`src/rtl/mh2_pkg.sv`:
```
// ----------------------------------------------------------------------------
// mh2_pkg
// Shared constants and types of the streaming MurmurHash2 engine.
// ----------------------------------------------------------------------------
package mh2_pkg;

  localparam logic [31:0] MIX_MUL     = 32'h5bd1_e995;
  localparam int          MIX_SHIFT   = 24;
  localparam int          FIN_SHIFT_A = 13;
  localparam int          FIN_SHIFT_B = 15;

  localparam int          CFG_IDX_W   = 2;

  typedef enum logic [CFG_IDX_W-1:0] {
    REG_HASH_SEED      = 2'd0,
    REG_MESSAGE_LENGTH = 2'd1
  } reg_idx_t;

  typedef enum logic [1:0] {
    OP_FULL = 2'd0,
    OP_TAIL = 2'd1,
    OP_NONE = 2'd2
  } op_t;

  typedef struct packed {
    op_t         op;
    logic        start;
    logic        last;
    logic [31:0] init;
    logic [31:0] word;
  } entry_t;

endpackage

```
`src/rtl/murmur2_stream_hash.sv`:
```
// ----------------------------------------------------------------------------
// murmur2_stream_hash
// Streaming 32-bit MurmurHash2 of a message fed as little-endian words.
//
//   channel | direction | handshake          | payload
//   --------+-----------+--------------------+----------------------------------
//   in      | input     | in_valid/in_stall  | data_word, byte_count, last_word
//   out     | output    | out_valid/out_stall| hash_value
//   cfg     | input     | cfg_wr_en          | cfg_index, cfg_wr_data
//
// A full word steps through K1, K2 and H in the hash sequencer, which owns one
// constant multiplier; a tail word steps through TAIL, and a last word adds the
// finalization states FIN1 and FIN2 (an empty last word goes straight to them).
// The queue holds QUEUE_DEPTH words so input is taken while the sequencer runs.
// Synchronous active-low reset clears control state; no clearing pass.
// in_stall rises only when the queue is full; a held result stalls finalization.
// ----------------------------------------------------------------------------
module murmur2_stream_hash #(
  parameter int QUEUE_DEPTH = 2
) (
  input  logic                          clk,
  input  logic                          rst_n,
  input  logic                          cfg_wr_en,
  input  logic [mh2_pkg::CFG_IDX_W-1:0] cfg_index,
  input  logic [31:0]                   cfg_wr_data,
  input  logic                          in_valid,
  output logic                          in_stall,
  input  logic [31:0]                   in_data_word,
  input  logic [2:0]                    in_byte_count,
  input  logic                          in_last_word,
  output logic                          out_valid,
  input  logic                          out_stall,
  output logic [31:0]                   out_hash_value
);

  localparam int EW = $bits(mh2_pkg::entry_t);

  mh2_pkg::entry_t push_entry, pop_entry;
  logic            q_push, q_pop, q_full, q_empty;
  logic [EW-1:0]   pop_bits;

  mh2_front u_front (
    .clk           (clk),
    .rst_n         (rst_n),
    .cfg_wr_en     (cfg_wr_en),
    .cfg_index     (cfg_index),
    .cfg_wr_data   (cfg_wr_data),
    .in_valid      (in_valid),
    .in_stall      (in_stall),
    .in_data_word  (in_data_word),
    .in_byte_count (in_byte_count),
    .in_last_word  (in_last_word),
    .q_full        (q_full),
    .q_push        (q_push),
    .q_entry       (push_entry)
  );

  mh2_fifo #(
    .WIDTH (EW),
    .DEPTH (QUEUE_DEPTH)
  ) u_fifo (
    .clk       (clk),
    .rst_n     (rst_n),
    .push      (q_push),
    .push_data (EW'(push_entry)),
    .full      (q_full),
    .pop       (q_pop),
    .pop_data  (pop_bits),
    .empty     (q_empty)
  );

  assign pop_entry = mh2_pkg::entry_t'(pop_bits);

  mh2_engine u_engine (
    .clk            (clk),
    .rst_n          (rst_n),
    .q_empty        (q_empty),
    .q_entry        (pop_entry),
    .q_pop          (q_pop),
    .out_valid      (out_valid),
    .out_stall      (out_stall),
    .out_hash_value (out_hash_value)
  );

endmodule

```
`src/rtl/mh2_fifo.sv`:
```
// ----------------------------------------------------------------------------
// mh2_fifo
// Small register queue between the word classifier and the hash engine.
// ----------------------------------------------------------------------------
module mh2_fifo #(
  parameter int WIDTH = 8,
  parameter int DEPTH = 2
) (
  input  logic             clk,
  input  logic             rst_n,
  input  logic             push,
  input  logic [WIDTH-1:0] push_data,
  output logic             full,
  input  logic             pop,
  output logic [WIDTH-1:0] pop_data,
  output logic             empty
);

  localparam int PW = (DEPTH > 1) ? $clog2(DEPTH) : 1;
  localparam int CW = $clog2(DEPTH + 1);

  logic [WIDTH-1:0] mem_r [DEPTH];
  logic [PW-1:0]    wr_ptr_r, rd_ptr_r;
  logic [CW-1:0]    cnt_r;

  assign full     = (cnt_r == CW'(DEPTH));
  assign empty    = (cnt_r == '0);
  assign pop_data = mem_r[rd_ptr_r];

  always_ff @(posedge clk) begin
    if (push) begin
      mem_r[wr_ptr_r] <= push_data;
    end
  end

  always_ff @(posedge clk) begin
    if (!rst_n) begin
      wr_ptr_r <= '0;
      rd_ptr_r <= '0;
      cnt_r    <= '0;
    end else begin
      if (push) begin
        wr_ptr_r <= (wr_ptr_r == PW'(DEPTH - 1)) ? '0 : wr_ptr_r + 1'b1;
      end
      if (pop) begin
        rd_ptr_r <= (rd_ptr_r == PW'(DEPTH - 1)) ? '0 : rd_ptr_r + 1'b1;
      end
      if (push && !pop) begin
        cnt_r <= cnt_r + 1'b1;
      end else if (pop && !push) begin
        cnt_r <= cnt_r - 1'b1;
      end
    end
  end

endmodule

```
`src/rtl/mh2_front.sv`:
```
// ----------------------------------------------------------------------------
// mh2_front
// Accepts input words, tracks message boundaries, holds the configuration
// registers and classifies each word into a queue entry.
// ----------------------------------------------------------------------------
module mh2_front (
  input  logic                             clk,
  input  logic                             rst_n,
  input  logic                             cfg_wr_en,
  input  logic [mh2_pkg::CFG_IDX_W-1:0]    cfg_index,
  input  logic [31:0]                      cfg_wr_data,
  input  logic                             in_valid,
  output logic                             in_stall,
  input  logic [31:0]                      in_data_word,
  input  logic [2:0]                       in_byte_count,
  input  logic                             in_last_word,
  input  logic                             q_full,
  output logic                             q_push,
  output mh2_pkg::entry_t                  q_entry
);

  logic [31:0] seed_r;
  logic [15:0] len_r;
  logic        in_msg_r;
  logic [31:0] tail_mask;

  assign in_stall = q_full;
  assign q_push   = in_valid && !q_full;

  always_comb begin
    case (in_byte_count)
      3'd1:    tail_mask = 32'h0000_00ff;
      3'd2:    tail_mask = 32'h0000_ffff;
      3'd3:    tail_mask = 32'h00ff_ffff;
      default: tail_mask = 32'h0000_0000;
    endcase
  end

  always_comb begin
    q_entry.start = !in_msg_r;
    q_entry.last  = in_last_word;
    q_entry.init  = seed_r ^ {16'h0000, len_r};
    if (!in_last_word || (in_byte_count inside {[3'd4:3'd7]})) begin
      q_entry.op   = mh2_pkg::OP_FULL;
      q_entry.word = in_data_word;
    end else if (in_byte_count != 3'd0) begin
      q_entry.op   = mh2_pkg::OP_TAIL;
      q_entry.word = in_data_word & tail_mask;
    end else begin
      q_entry.op   = mh2_pkg::OP_NONE;
      q_entry.word = '0;
    end
  end

  always_ff @(posedge clk) begin
    if (!rst_n) begin
      seed_r   <= '0;
      len_r    <= '0;
      in_msg_r <= 1'b0;
    end else begin
      if (cfg_wr_en) begin
        case (cfg_index)
          mh2_pkg::REG_HASH_SEED:      seed_r <= cfg_wr_data;
          mh2_pkg::REG_MESSAGE_LENGTH: len_r  <= cfg_wr_data[15:0];
          default: ;
        endcase
      end
      if (q_push) begin
        in_msg_r <= !in_last_word;
      end
    end
  end

endmodule

```
`src/rtl/mh2_engine.sv`:
```
// ----------------------------------------------------------------------------
// mh2_engine
// Hash sequencer: one shared constant multiplier steps through word mixing,
// tail folding and finalization, and drives the result register.
// ----------------------------------------------------------------------------
module mh2_engine (
  input  logic            clk,
  input  logic            rst_n,
  input  logic            q_empty,
  input  mh2_pkg::entry_t q_entry,
  output logic            q_pop,
  output logic            out_valid,
  input  logic            out_stall,
  output logic [31:0]     out_hash_value
);

  typedef enum logic [2:0] {
    S_IDLE,
    S_K1,
    S_K2,
    S_H,
    S_TAIL,
    S_FIN1,
    S_FIN2
  } state_t;

  state_t      state_r, state_nxt;
  logic [31:0] h_r, h_nxt;
  logic [31:0] k_r, k_nxt;
  logic        last_r, last_nxt;
  logic        out_valid_r, out_valid_nxt;
  logic [31:0] out_hash_r, out_hash_nxt;
  logic [31:0] mul_a;
  logic [31:0] prod;

  always_comb begin
    case (state_r)
      S_K1:    mul_a = k_r;
      S_K2:    mul_a = k_r ^ (k_r >> mh2_pkg::MIX_SHIFT);
      S_H:     mul_a = h_r;
      S_TAIL:  mul_a = h_r ^ k_r;
      S_FIN1:  mul_a = h_r ^ (h_r >> mh2_pkg::FIN_SHIFT_A);
      default: mul_a = h_r;
    endcase
  end

  // low 32 bits of the product only
  assign prod = mul_a * mh2_pkg::MIX_MUL;

  assign q_pop          = (state_r == S_IDLE) && !q_empty;
  assign out_valid      = out_valid_r;
  assign out_hash_value = out_hash_r;

  always_comb begin
    state_nxt     = state_r;
    h_nxt         = h_r;
    k_nxt         = k_r;
    last_nxt      = last_r;
    out_hash_nxt  = out_hash_r;
    out_valid_nxt = out_valid_r && out_stall;
    case (state_r)
      S_IDLE: begin
        if (!q_empty) begin
          h_nxt    = q_entry.start ? q_entry.init : h_r;
          k_nxt    = q_entry.word;
          last_nxt = q_entry.last;
          case (q_entry.op)
            mh2_pkg::OP_FULL: state_nxt = S_K1;
            mh2_pkg::OP_TAIL: state_nxt = S_TAIL;
            default:          state_nxt = S_FIN1;
          endcase
        end
      end
      S_K1: begin
        k_nxt     = prod;
        state_nxt = S_K2;
      end
      S_K2: begin
        k_nxt     = prod;
        state_nxt = S_H;
      end
      S_H: begin
        h_nxt     = prod ^ k_r;
        state_nxt = last_r ? S_FIN1 : S_IDLE;
      end
      S_TAIL: begin
        h_nxt     = prod;
        state_nxt = last_r ? S_FIN1 : S_IDLE;
      end
      S_FIN1: begin
        h_nxt     = prod;
        state_nxt = S_FIN2;
      end
      S_FIN2: begin
        if (!out_valid_r || !out_stall) begin
          out_hash_nxt  = h_r ^ (h_r >> mh2_pkg::FIN_SHIFT_B);
          out_valid_nxt = 1'b1;
          state_nxt     = S_IDLE;
        end
      end
      default: state_nxt = S_IDLE;
    endcase
  end

  always_ff @(posedge clk) begin
    if (!rst_n) begin
      state_r     <= S_IDLE;
      out_valid_r <= 1'b0;
      h_r         <= '0;
    end else begin
      state_r     <= state_nxt;
      out_valid_r <= out_valid_nxt;
      h_r         <= h_nxt;
    end
    k_r        <= k_nxt;
    last_r     <= last_nxt;
    out_hash_r <= out_hash_nxt;
  end

endmodule

```
`config.mk`:
```
export PLATFORM = sky130hd
export DESIGN_NAME = murmur2_stream_hash
export DESIGN_NICKNAME = d
export VERILOG_FILES = /design/src/rtl/mh2_pkg.sv /design/src/rtl/murmur2_stream_hash.sv /design/src/rtl/mh2_fifo.sv /design/src/rtl/mh2_front.sv /design/src/rtl/mh2_engine.sv
export SDC_FILE = /design/constraint.sdc
export NUM_CORES = 1
export LEC_CHECK = 0
export BUFFER_PORTS_ARGS = -buffer_cell sky130_fd_sc_hd__buf_4
export CAP_MARGIN = 25
export CORE_MARGIN = 2
export CORE_UTILIZATION = 28
export DETAILED_ROUTE_END_ITERATION = 12
export PLACE_DENSITY_LB_ADDON = 0.08
export SYNTH_ARGS = -nofsm -noshare
export SYNTH_HDL_FRONTEND = slang
export SYNTH_SLANG_ARGS = --single-unit
export TNS_END_PERCENT = 30
```
`constraint.sdc`:
```
create_clock -name clk -period 13.7 [get_ports clk]
set_clock_uncertainty 0.1 [all_clocks]
set_input_delay 1.37 -clock clk [delete_from_list [all_inputs] [get_ports clk]]
set_output_delay 1.37 -clock clk [all_outputs]
set_load 0.03 [all_outputs]
```
==> reports/metrics.cfg <==
[grt]
grt_pass1_vias=16676
grt_usage_pct=18.7
grt_max_degree=91
grt_pass1_wl_um=114000
grt-ovfl-total=0
antenna_found_initial=3

[setup_path]
start_kind=register
max_stage_delay_ps=560
crit_fanout=46
worstPathArrival_ps=10120
crit_type=register to register
ff2ff_path_depth=34
crit_path_end_kind=register
cp_slowest_cell=fa_1
critPathRequiredTime_ps=14050
cp_common_cell=fa_1

[synth]
yosys-top-cells-area=edfxtp_1 (27%), fa_1 (16%), ha_1 (12%)
ys_warn_count=0
syn_area_per_cell_um2=10.3
ys_seq_area_share_pct=34.9
ys_ff_latch=291
yosys.area_share.simple_pct=8.51
synth_top_cell_by_area=edfxtp_1
syn-instance-count=2186
syn-num-nets=2655
synth_top_family_by_area=adder cells
netlist_area_um2=22500
synth_fa_ha_area_share_pct=27.9
async_flop_share_pct=0
synth_edf_count=201
synth_ff_type=edfxtp_1
synth_compound_gate_area_share_pct=13.7
synthXorXnorAreaFrac_pct=4.30
synthDistinctLibCells=81
yosys-top-cells-count=inv_1 (366), ha_1 (216), edfxtp_1 (201)
synthMostInstantiatedCell=inv_1
synth_mux_area_share_pct=2.92
netlist.area_leader.share_pct=26.9

[clocking]
cts.sinks=291
cts_setup_buffers=0
root_buffer=clkbuf_16
clk_latency_ps=530
cts_buffers=34
cts_resized=0
cts_tree=yes
cts.path.max_buffers=3
htree_levels=2
ctsHoldBuffers=0
path_clk_slew_ps=60

[timing]
finalHoldViolations=0
finalCritPeriodShare_pct=71.3
fmax_mhz=102
tns_ps=0
timing.final.crit_period_ps=9770
final-setup-viol-count=0
rsz0062_at_grt=false
slew_viol_final=0
max_slew.worst_pin.slew_ps=971
relSlewSlack_pct=35.3

[floorplanning]
dieArea_um2=82500
io_pins=109
start_util_pct=28.3
die_h_um=287
num_rows=103
fp.dieW_um=287
placeableCoreArea_um2=79300

[detailed_routing]
drtAntennaViolNets=0
dr.pass1.iters=5
viasPerCell=4.82
via_count=16207
wl_per_cell_um=22.7
routed_wirelength_um=76200
drc=0
drtIter0Drc=1348

[placement]
hpwlAfterDp_um=59700
io_buffers=108
gp_congestion=0.889

[outcome]
status=complete, no violations

[finish]
final_layout_size_suffix_gt1_share_pct=10.8
area_growth_pct=14.8
nFillCells=8186
layout.nets=2753

[worst_hold_path]
hold_class=register to register
whs_path_depth=0

[run]
maxCapViolCount=0

==> kinds of logic (layout without fill, tap and decap cells) <==
family,count (synthesis),after routing
AO/OA/AOI/OAI,471,471
XOR/XNOR,104,104
adder cells (fa/ha/maj),394,394
buffers and inverters,460,583
flip-flops,291,291
multiplexers,64,64
other,0,1
AND/OR/NAND/NOR,402,402
==> placed cells by master, fill, tap and decap left out, types with 47 or more instances in the layout <==
master	count
inv_1	366
ha_1	216
edfxtp_1	201
fa_1	178
nand2_1	165
buf_4	151
o21ai_0	113
a21oi_1	110
dfxtp_1	88
nor2_1	76
xnor2_1	53
a21boi_0	52
mux2i_1	51
xor2_1	47
==> layout make-up <==
| class | count | area [µm²] | share of cell area (%) |
|---|---|---|---|
| well taps | 1050 | 1310 | 5.09 |
| multi-input cells | 1435 | 12900 | 50.2 |
| flip-flops and latches | 291 | 7840 | 30.4 |
| clock inverters | 13 | 226 | 0.878 |
| repair buffers | 151 | 1130 | 4.40 |
| diodes | 1 | 2.50 | 0.00970 |
| clock buffers | 48 | 943 | 3.66 |
| inverters | 371 | 1390 | 5.40 |
==> worst paths after layout <==
check,from,end,slack [ps]
max,u_engine.state_r[0],u_engine.h_r[29],3930
min,u_front.seed_r[16],u_fifo.mem_r[0][48],360
max reg2reg,u_engine.state_r[0],u_engine.h_r[29],3930
min reg2reg,u_front.seed_r[16],u_fifo.mem_r[0][48],360
==> routing by layer <==
metal	vias up	part of all wire, %	global-route usage, %	wire [µm]
li1	7611	-	-	-
met1	8175	50	28.0	38100
met2	350	44	28.9	33800
met3	69	3.9	2.14	2990
met4	2	1.8	3.40	1360
met5	-	0.024	0	18
==> worst max-delay path, delay by kind of cell (launching register included) <==
kind | cells | cell delay [ps]
fa+ha+maj | 9 | 4070
flops | 1 | 320
compound gates | 7 | 1050
buf+inv | 9 | 1520
simple gates | 9 | 2540
==> state kept, by name (all words and copies together) (netlist names), named ones only <==
name and flops:
u_fifo.mem_r 136, u_engine.h_r 32, u_engine.k_r 32, u_engine.out_hash_value 32
u_front.seed_r 32, u_front.len_r 16, u_engine.state_r 3, u_fifo.cnt_r 2
u_engine.last_r 1, u_engine.out_valid 1, u_fifo.rd_ptr_r 1, u_fifo.wr_ptr_r 1
u_front.in_msg_r 1
==> stage by stage <==
| step | worst slack, ps | hold WS (ps) | area, µm² | util [%] | std cells |
|---|---|---|---|---|---|
| 2_1_floorplan | 4730 | 306 | 22500 | - | 2186 |
| 3_5_place_dp | 4060 | 338 | 24600 | 31.1 | 3298 |
| 4_1_cts | 4020 | 352 | 25800 | 32.5 | 3359 |
| 6_report | 3930 | 357 | 25800 | 32.5 | 3360 |
| 5_1_grt | 3350 | 371 | 25800 | 32.5 | 3359 |
| 3_3_place_gp | 4060 | 337 | 24600 | 31.1 | 3298 |
Power is left out: the tool's default activity adds up to more than one toggle a clock period on the data nets, which glitch-free logic cannot reach.
